--- src/hdl/sjfq_pkg.sv ---
// ---------------------------------------------------------------------------
// Shortest-job-first queue package
// Shared constants, codes and types for the sorted job queue.
// ---------------------------------------------------------------------------
package sjfq_pkg;

	// Number of cells in the sorted chain.
	localparam int QUEUE_DEPTH = 16;
	// Width of the fill count, which must hold QUEUE_DEPTH itself.
	localparam int CNT_W = $clog2(QUEUE_DEPTH + 1);
	localparam int ID_W = 16;
	localparam int BT_W = 16;

	// Operation codes of an input item.
	typedef enum logic {
		OP_INSERT = 1'b0,
		OP_POP    = 1'b1
	} opcode_t;

	// Result status codes.
	typedef enum logic [1:0] {
		ST_OK    = 2'd0,
		ST_EMPTY = 2'd1,
		ST_FULL  = 2'd2
	} status_t;

	// One held job.
	typedef struct packed {
		logic [ID_W-1:0] job_id;
		logic [BT_W-1:0] burst_time;
	} entry_t;

	// Per-cell control from the top level.
	typedef struct packed {
		logic ins;
		logic pop;
		logic occ;
	} cell_ctl_t;

endpackage

--- src/hdl/sjfq_in_if.sv ---
// ---------------------------------------------------------------------------
// Shortest-job-first queue input channel
// Valid/ready channel carrying one insert or pop request.
// ---------------------------------------------------------------------------
interface sjfq_in_if;
	import sjfq_pkg::*;

	logic                  valid;
	logic                  ready;
	opcode_t               opcode;
	logic [ID_W-1:0]       job_id;
	logic [BT_W-1:0]       burst_time;

	modport source (output valid, output opcode, output job_id, output burst_time,
		input ready);
	modport sink (input valid, input opcode, input job_id, input burst_time,
		output ready);

endinterface

--- src/hdl/sjfq_out_if.sv ---
// ---------------------------------------------------------------------------
// Shortest-job-first queue output channel
// Valid/ready channel carrying one result per request.
// ---------------------------------------------------------------------------
interface sjfq_out_if;
	import sjfq_pkg::*;

	logic                  valid;
	logic                  ready;
	status_t               status;
	logic [ID_W-1:0]       out_job_id;
	logic [BT_W-1:0]       out_burst_time;
	logic [CNT_W-1:0]      occupancy;

	modport source (output valid, output status, output out_job_id,
		output out_burst_time, output occupancy, input ready);
	modport sink (input valid, input status, input out_job_id,
		input out_burst_time, input occupancy, output ready);

endinterface

--- src/hdl/shortest_job_first_queue_top.sv ---
// Latency: the result of an item is shown in the cycle after its transfer.
// Throughput: one item per cycle while results are taken; the output register
// accepts a new item in the same cycle its held result is taken.
// Each insert or pop is done by the chain of QUEUE_DEPTH cells.
// Reset clears the fill count and output valid; cell contents are not reset.
// ---------------------------------------------------------------------------
// Shortest-job-first queue top level
// Sorted queue of jobs by ascending burst time, built as a chain of cells.
// ---------------------------------------------------------------------------
module shortest_job_first_queue_top (
	input  logic   clk,
	input  logic   arst_n,
	sjfq_in_if.sink    in_ch,
	sjfq_out_if.source out_ch
);
	import sjfq_pkg::*;

	logic [CNT_W-1:0] count_q;
	logic             out_valid_q;
	status_t          status_q;
	entry_t           res_q;
	logic [CNT_W-1:0] occ_q;

	logic             xfer;
	logic             full;
	logic             empty;
	logic             do_ins;
	logic             do_pop;
	entry_t           new_entry;
	entry_t           cell_entry [QUEUE_DEPTH];
	logic             cell_ge    [QUEUE_DEPTH];
	logic [CNT_W-1:0] count_nxt;
	status_t          status_nxt;

	// A new item is taken whenever the output register is free or drains.
	assign in_ch.ready = !out_valid_q || out_ch.ready;
	assign xfer = in_ch.valid && in_ch.ready;

	assign full  = (count_q == CNT_W'(QUEUE_DEPTH));
	assign empty = (count_q == '0);
	assign do_ins = xfer && (in_ch.opcode == OP_INSERT) && !full;
	assign do_pop = xfer && (in_ch.opcode == OP_POP) && !empty;

	assign new_entry.job_id     = in_ch.job_id;
	assign new_entry.burst_time = in_ch.burst_time;

	// Chain of cells; cell 0 is the head.
	for (genvar i = 0; i < QUEUE_DEPTH; i++) begin : g_cell
		cell_ctl_t ctl;
		entry_t    left_e;
		logic      left_g;
		entry_t    right_e;

		assign ctl.ins = do_ins;
		assign ctl.pop = do_pop;
		assign ctl.occ = (CNT_W'(i) < count_q);

		if (i == 0) begin : g_head
			assign left_e = new_entry;
			assign left_g = 1'b0;
		end else begin : g_body
			assign left_e = cell_entry[i-1];
			assign left_g = cell_ge[i-1];
		end

		if (i == QUEUE_DEPTH - 1) begin : g_tail
			assign right_e = cell_entry[i];
		end else begin : g_mid
			assign right_e = cell_entry[i+1];
		end

		sjfq_cell u_cell (
			.clk         (clk),
			.ctl         (ctl),
			.new_entry   (new_entry),
			.left_entry  (left_e),
			.left_ge     (left_g),
			.right_entry (right_e),
			.entry       (cell_entry[i]),
			.ge          (cell_ge[i])
		);
	end

	// Next fill count and status of the current item.
	always_comb begin
		count_nxt  = count_q;
		status_nxt = ST_OK;
		if (do_ins) begin
			count_nxt = count_q + CNT_W'(1);
		end else if (do_pop) begin
			count_nxt = count_q - CNT_W'(1);
		end
		if (in_ch.opcode == OP_INSERT && full) begin
			status_nxt = ST_FULL;
		end else if (in_ch.opcode == OP_POP && empty) begin
			status_nxt = ST_EMPTY;
		end
	end

	// Control state: fill count and output valid.
	always_ff @(posedge clk or negedge arst_n) begin
		if (!arst_n) begin
			count_q     <= '0;
			out_valid_q <= 1'b0;
		end else begin
			count_q <= count_nxt;
			if (xfer) begin
				out_valid_q <= 1'b1;
			end else if (out_ch.ready) begin
				out_valid_q <= 1'b0;
			end
		end
	end

	// Result register; the head entry is returned only by a successful pop.
	always_ff @(posedge clk) begin
		if (xfer) begin
			status_q <= status_nxt;
			occ_q    <= count_nxt;
			res_q    <= do_pop ? cell_entry[0] : '0;
		end
	end

	assign out_ch.valid          = out_valid_q;
	assign out_ch.status         = status_q;
	assign out_ch.out_job_id     = res_q.job_id;
	assign out_ch.out_burst_time = res_q.burst_time;
	assign out_ch.occupancy      = occ_q;

endmodule

--- src/hdl/sjfq_cell.sv ---
// ---------------------------------------------------------------------------
// Shortest-job-first queue cell
// One slot of the sorted chain: compares its key with the incoming job and
// shifts toward the tail on insert or toward the head on pop.
// ---------------------------------------------------------------------------
module sjfq_cell (
	input  logic               clk,
	input  sjfq_pkg::cell_ctl_t ctl,
	input  sjfq_pkg::entry_t   new_entry,
	input  sjfq_pkg::entry_t   left_entry,
	input  logic               left_ge,
	input  sjfq_pkg::entry_t   right_entry,
	output sjfq_pkg::entry_t   entry,
	output logic               ge
);
	import sjfq_pkg::*;

	entry_t entry_q;

	// The new job belongs at or before this cell when the cell is empty or
	// its key is not below the new key, which puts ties behind the newcomer.
	assign ge = !ctl.occ || (entry_q.burst_time >= new_entry.burst_time);

	// Insert: cells past the slot take their left neighbor, the slot takes
	// the new job. Pop: every cell takes its right neighbor.
	always_ff @(posedge clk) begin
		if (ctl.ins) begin
			if (left_ge) begin
				entry_q <= left_entry;
			end else if (ge) begin
				entry_q <= new_entry;
			end
		end else if (ctl.pop) begin
			entry_q <= right_entry;
		end
	end

	assign entry = entry_q;

endmodule

--- src/flat_wrapper.sv ---
// flat-port wrapper written by rule: the top's interface ports become plain ports
module shortest_job_first_queue_top_flat import sjfq_pkg::*;
  (clk, arst_n, in_ch_valid, in_ch_opcode, in_ch_job_id, in_ch_burst_time, in_ch_ready, out_ch_valid, out_ch_status, out_ch_out_job_id, out_ch_out_burst_time, out_ch_occupancy, out_ch_ready);
  sjfq_in_if in_ch_i ();
  sjfq_out_if out_ch_i ();
  input  logic clk;
  input  logic arst_n;
  input wire logic [$bits(in_ch_i.valid)-1:0] in_ch_valid;
  input wire logic [$bits(in_ch_i.opcode)-1:0] in_ch_opcode;
  input wire logic [$bits(in_ch_i.job_id)-1:0] in_ch_job_id;
  input wire logic [$bits(in_ch_i.burst_time)-1:0] in_ch_burst_time;
  output wire logic [$bits(in_ch_i.ready)-1:0] in_ch_ready;
  output wire logic [$bits(out_ch_i.valid)-1:0] out_ch_valid;
  output wire logic [$bits(out_ch_i.status)-1:0] out_ch_status;
  output wire logic [$bits(out_ch_i.out_job_id)-1:0] out_ch_out_job_id;
  output wire logic [$bits(out_ch_i.out_burst_time)-1:0] out_ch_out_burst_time;
  output wire logic [$bits(out_ch_i.occupancy)-1:0] out_ch_occupancy;
  input wire logic [$bits(out_ch_i.ready)-1:0] out_ch_ready;
  assign in_ch_i.valid = in_ch_valid;
  assign in_ch_i.opcode = in_ch_opcode;
  assign in_ch_i.job_id = in_ch_job_id;
  assign in_ch_i.burst_time = in_ch_burst_time;
  assign in_ch_ready = in_ch_i.ready;
  assign out_ch_valid = out_ch_i.valid;
  assign out_ch_status = out_ch_i.status;
  assign out_ch_out_job_id = out_ch_i.out_job_id;
  assign out_ch_out_burst_time = out_ch_i.out_burst_time;
  assign out_ch_occupancy = out_ch_i.occupancy;
  assign out_ch_i.ready = out_ch_ready;
  shortest_job_first_queue_top u_core (.clk(clk), .arst_n(arst_n), .in_ch(in_ch_i), .out_ch(out_ch_i));
endmodule
--- config.mk ---
export PLATFORM = sky130hd
export DESIGN_NAME = shortest_job_first_queue_top_flat
export DESIGN_NICKNAME = d
export VERILOG_FILES = /design/src/hdl/sjfq_pkg.sv /design/src/hdl/sjfq_in_if.sv /design/src/hdl/sjfq_out_if.sv /design/src/hdl/shortest_job_first_queue_top.sv /design/src/hdl/sjfq_cell.sv /design/src/flat_wrapper.sv
export SDC_FILE = /design/constraint.sdc
export NUM_CORES = 2
export LEC_CHECK = 0
export BUFFER_PORTS_ARGS = -buffer_cell sky130_fd_sc_hd__buf_2
export CAP_MARGIN = 10
export CORE_ASPECT_RATIO = 1.4
export CORE_MARGIN = 2
export CORE_UTILIZATION = 35
export DETAILED_ROUTE_END_ITERATION = 7
export PLACE_DENSITY_LB_ADDON = 0.2
export SETUP_SLACK_MARGIN = 0.5
export SLEW_MARGIN = 20
export SYNTH_ARGS = -nofsm -noshare
export SYNTH_HDL_FRONTEND = slang
export SYNTH_SLANG_ARGS = --single-unit
export TNS_END_PERCENT = 1
--- constraint.sdc ---
create_clock -name clk -period 7.9 [get_ports clk]
set_clock_uncertainty 0.2 [all_clocks]
set_input_delay 1.185 -clock clk [delete_from_list [all_inputs] [get_ports clk]]
set_output_delay 1.185 -clock clk [all_outputs]
set_load 0.01 [all_outputs]
## Word-level counts from Yosys, hierarchy flattened

Cells that the tools add are included.
W data, S select, Z words.

| cells by class | value |
|---|---|
| $add $sub $neg | 2 |
| $lt $le $gt $ge | 32 |
| equality and inequality tests | 16 |
| multiplexer cells | 66 |
| bitwise logic cells | 1 |
| reduce and logical (&&, ||, !) cells | 63 |

Operators with widths:

| cell | count |
|---|---|
| $mux W32 | 61 |
| $ge A16 B16 Y1 | 16 |
| $ne A3 B3 Y1 const B | 14 |
| $lt A4 B5 Y1 const A | 8 |
| $reduce_and A2 Y1 | 16 |
| $lt A3 B5 Y1 const A | 4 |
| $logic_not A1 Y1 | 19 |
| $logic_or A1 B1 Y1 | 17 |
| $lt A1 B5 Y1 const A | 2 |
| $lt A2 B5 Y1 const A | 2 |
| $mux W5 | 2 |
| $logic_and A1 B1 Y1 | 7 |
| $reduce_bool A2 Y1 | 3 |
| $add A5 B1 Y5 const B | 1 |
| $eq A5 B5 Y1 const B | 1 |
| $logic_not A5 Y1 | 1 |
| $sub A5 B1 Y5 const B | 1 |
| $mux W1 | 3 |
| $ne A2 B2 Y1 const B | 1 |
| $not A1 Y1 | 1 |

| storage, ports and cells | value |
|---|---|
| bits in registers | 557 |
| bits of input ports | 37 |

## Logic depth before layout (Yosys ltp)

| depth | value |
|---|---|
| depth in word-level cells | 7 |
| depth in mapped cells | 12 |
| mapped depth without buffers | 8 |

## Modules after synthesis

From an unflattened synthesis, not the netlist that was laid out.

| unflattened totals | value |
|---|---|
| cells, all modules | 3304 |
| area, all modules | 34684.5 um^2 |

By module, submodules not included:

| module | instances | cells an instance | area an instance (um^2) |
|---|---|---|---|
| sjfq_cell (u_core.g_cell[0].u_cell ...) | 14 | 197 | 2042.0 |
| sjfq_cell (u_core.g_cell[8].u_cell ...) | 2 | 201 | 2059.5 |
| shortest_job_first_queue_top | 1 | 144 | 1978.1 |

## Worst setup path before layout

No wires, ideal clock.

| path | value |
|---|---|
| path type | input port to flip-flop |
| from | in in_ch_burst_time[13] |
| to | reg u_core.g_cell[0].u_cell.entry_q, in the netlist u_core.g_cell[0].u_cell.entry[0] (enable) |
| setup time | 466 ps |
| arrival time | 5504 ps |
| required time | 7234 ps |
| setup slack | 1731 ps |
| stages on the path | 9 |
| buffers on the path | 2 |
| cells stage by stage | clkbuf_1 > inv_1 > ha_1 > nand4_1 > nor4_1 > and2_1 > clkbuf_1 > nor2b_1 > o21ai_0 |

| between the ends | value |
|---|---|
| longest elaborated chain between the ends | 4 |

Ends and longest elaborated chain:

| item | line | source |
|---|---|---|
| from (decl) | flat_wrapper.sv:11 | `input wire logic [$bits(in_ch_i.burst_time)-1:0] in_ch_burst_time;` |
| $ge A16 B16 Y1 | sjfq_cell.sv:22 | `assign ge = !ctl.occ \|\| (entry_q.burst_time >= new_entry.burst_time);` |
| $logic_or A1 B1 Y1 | sjfq_cell.sv:22 |  |
| $ne A2 B2 Y1 (no source line) | - |  |
| $reduce_and A2 Y1 (no source line) | - |  |
| to (signal assigned) | sjfq_cell.sv:29 | `entry_q <= left_entry;` |
| to (signal assigned) | sjfq_cell.sv:31 | `entry_q <= new_entry;` |
| to (signal assigned) | sjfq_cell.sv:34 | `entry_q <= right_entry;` |
| to (decl) | sjfq_cell.sv:18 | `entry_t entry_q;` |

No other way between the ends.
A chain may end at the register's enable or synchronous reset.

## Final worst setup path

| path | value |
|---|---|
| from | in in_ch_burst_time[12] |
| to | reg u_core.g_cell[0].u_cell.entry_q, in the netlist u_core.g_cell[0].u_cell.entry[28] (enable) |

Same word-level chain as after synthesis.

==> impl_metrics.yaml <==
synthesis:
  seq_area_frac_synth_pct: 50.4
  synth_cells: 3068
  synth_edf_count: 551
  async_flop_share_pct: 1.08
  yosys_warnings: 0
  ys_ff_latch: 557
  synth_area_um2: 33200
  synth_ff_type: "edfxtp_1"
  syn-num-nets: 3364
  synthTopCellsByArea: "edfxtp_1, mux2i_1, ha_1, nand2_1, o21ai_1"
  synth_top_cell_by_area: "edfxtp_1"
  avgSynthCellArea_um2: 10.8
  synth.top_cell.area_share_pct: 49.9
  yosysUniqueCellTypes: 54
drt:
  ant_nets: 0
  wl_per_cell_um: 23.4
  drc: 0
  viasPerCell: 5.59
  drt_iter0_drc: 1449
  vias: 24100
  first_pass_iters: 5
  wl_mm: 101
timing:
  slew_violations: 0
  worst_pin_slew_ns: 1.05
  period_minus_slack_ns: 5.09
  fin_setup_tns_ns: 0
  fin_ws_ns: 2.81
  fmax_mhz: 196
  relSlewSlack_pct: 29.8
  hold_viol_final: 0
  rsz0062_at_grt: "false"
  fin_crit_sh_pct: 64.5
  setup_viol: 0
layout:
  nFillCells: 9265
  fin_cells: 4309
  design_area_um2: 36800
  final_layout_size_suffix_gt1_share_pct: 9.48
  synthToLayoutAreaGrowth_pct: 11.0
  nets: 3338
  utilization_pct: 39.2
min_path:
  min_path_type: "in -> async"
critical_path:
  critPathMaxFanout: 33
  ff2ff_setup_slack_ns: 3.58
  crit_arrival_ns: 5.16
  worstRegToRegCells: 7
  endpoint_kind: "register"
  timing_worst_setup_path_type: "in -> reg"
  cp.required_ns: 7.96
  crit_path_start_kind: "input port"
  r2r_end: "u_core.g_cell[5].u_cell.entry[27]"
  regToRegStartpoint: "u_core.count_q[1]"
  critPathLaunch: "in_ch_burst_time[12]"
cts:
  cts_hold_buffers: 0
  cts.sinks: 557
  clk_path_buf_depth: 3
  cts-root-buf: "clkbuf_16"
  clk_pin_slew_ns: 0.06
  cts_tree: "yes"
  clk_latency_ns: 0.67
  post_cts_buffers: 0
  htree_num_levels: 2
  cts_buffers: 60
  cts-resized-gates: 0
global_routing:
  grt_pass1_vias: 25700
  groute.usage.overall_pct: 20.4
  grt_max_degree: 200
  gr-total-overflow: 0
  antenna_found_initial: 9
  grt_pass1_wl_mm: 153
job:
  drv_cap: 0
pwr:
  p_sw_uw: 3660
  pwr-share-clk_pct: 27.1
  vdd_drop_max_mv: 0.196
  switching_share_pct: 35.2
  internal-power_uw: 6760
  seqPwrFrac_pct: 41.6
  p_leak_uw: 0.0148
  p_comb_share_pct: 31.3
  powerDensity_nw_per_um2: 283
placement:
  gp_congestion: 0.860
  portBuffers: 77
  postPlaceCellArea_um2: 34800
  hpwl_mm: 74.8
  post-place-ws_ns: 1.98
  placed_cells: 4189
status:
  status: "completed"
die:
  die_h_um: 368
  ioPinCount: 78
  die_x_um: 264
  rows: 133
  die-area_um2: 97200
  core_um2: 93900
  start_util_pct: 35.3
layout by cell type (no fill, tap or decap), drive strengths merged, types with 5 or more instances in the layout:
master	n
a211o	10
a211oi	26
a21o	33
a21oi	100
a22oi	33
a31oi	18
and2	64
buf	134
clkbuf	81
clkinv	22
dfrtp	6
edfxtp	551
ha	259
inv	46
mux2	32
mux2i	351
nand2	581
nand2b	13
nand3	123
nand4	29
nor2	28
nor2b	10
nor3	17
nor4	7
o2111ai	5
o211ai	102
o21a	7
o21ai	363
o221ai	6
area by class of cell:
type | count | area, µm² | area share [%]
antenna | 2 | 5.00 | 0.0136
sequential | 557 | 16700 | 45.4
clock buffer | 81 | 1610 | 4.37
inverter | 44 | 165 | 0.449
clock inverter | 31 | 289 | 0.785
tap | 1215 | 1520 | 4.13
multi-input combinational | 2245 | 15600 | 42.3
timing repair buffer | 134 | 938 | 2.55
how the worst max path moves through the flow:
stage | endpoint | cells past startpoint
finish | u_core.g_cell[0].u_cell.entry[28] | 10
global route | u_core.g_cell[0].u_cell.entry[28] | 10
CTS | u_core.g_cell[1].u_cell.entry[29] | 10
detailed placement | u_core.g_cell[1].u_cell.entry[29] | 10
global placement | u_core.g_cell[1].u_cell.entry[29] | 10
floorplan | u_core.g_cell[0].u_cell.entry[0] | 9
power by group through the flow:
| stage | clock network, µW | registers (µW) | logic (µW) |
|---|---|---|---|
| 2_1_floorplan | 0 | 4190 | 2450 |
| 3_3_place_gp | 0 | 4400 | 3160 |
| 3_5_place_dp | 0 | 4390 | 3240 |
| 4_1_cts | 2890 | 4340 | 3250 |
| 5_1_grt | 2990 | 4380 | 3590 |
| 6_report | 2830 | 4330 | 3260 |
stage by stage:
stage	power [µW]	hold WS, ns
CTS	10500	0.153
floorplan	6650	0.296
finish	10400	0.185
global placement	7560	0.313
detailed placement	7640	0.320
global route	11000	0.165
critical path: stages:
cell	delay, ns
buf_2	0.30
inv_1	0.43
ha_1	0.44
nand4_1	0.23
nor4_2	0.34
buf_4	0.39
and2_1	0.50
buf_4	0.37
nor2b_1	0.12
o21ai_4	0.80
logic make-up after synthesis:
logic type / Yosys count / synth area share [%]
xor+xnor: 3 / 0.0793
flops: 557 / 50.4
buf+inv: 266 / 3.50
simple gates: 885 / 11.7
compound gates: 715 / 12.9
mux: 383 / 11.7
fa+ha+maj: 259 / 9.77
cell usage after synthesis (28+ instances only):
master / n
nand2_1: 581
edfxtp_1: 551
mux2i_1: 351
ha_1: 259
o21ai_1: 234
clkbuf_1: 134
o21ai_0: 129
nand3_1: 123
o211ai_1: 101
a21oi_1: 97
buf_2: 67
and2_1: 64
inv_1: 44
a21o_1: 33
a22oi_1: 33
mux2_2: 32
nand4_1: 29
nor2_1: 28
layer usage:
layer	share of wire (%)	GRT usage [%]	routed length [µm]	vias up
li1	-	-	-	11400
met1	37	22.0	37500	12000
met2	54	39.4	54900	491
met3	3.6	2.56	3640	198
met4	4.6	8.88	4590	12
met5	0.068	0	69	-
sequential cells by signal (all words and copies together) (netlist names):
register and flops:
u_core.out_ch.out_job_id 16, u_core.count_q 5, u_core.g_cell.u_cell.entry 512, u_core.out_ch.out_burst_time 16, u_core.out_ch.valid 1, u_core.out_ch.occupancy 5, u_core.out_ch.status 2
Power figures use the tool's default switching activity.
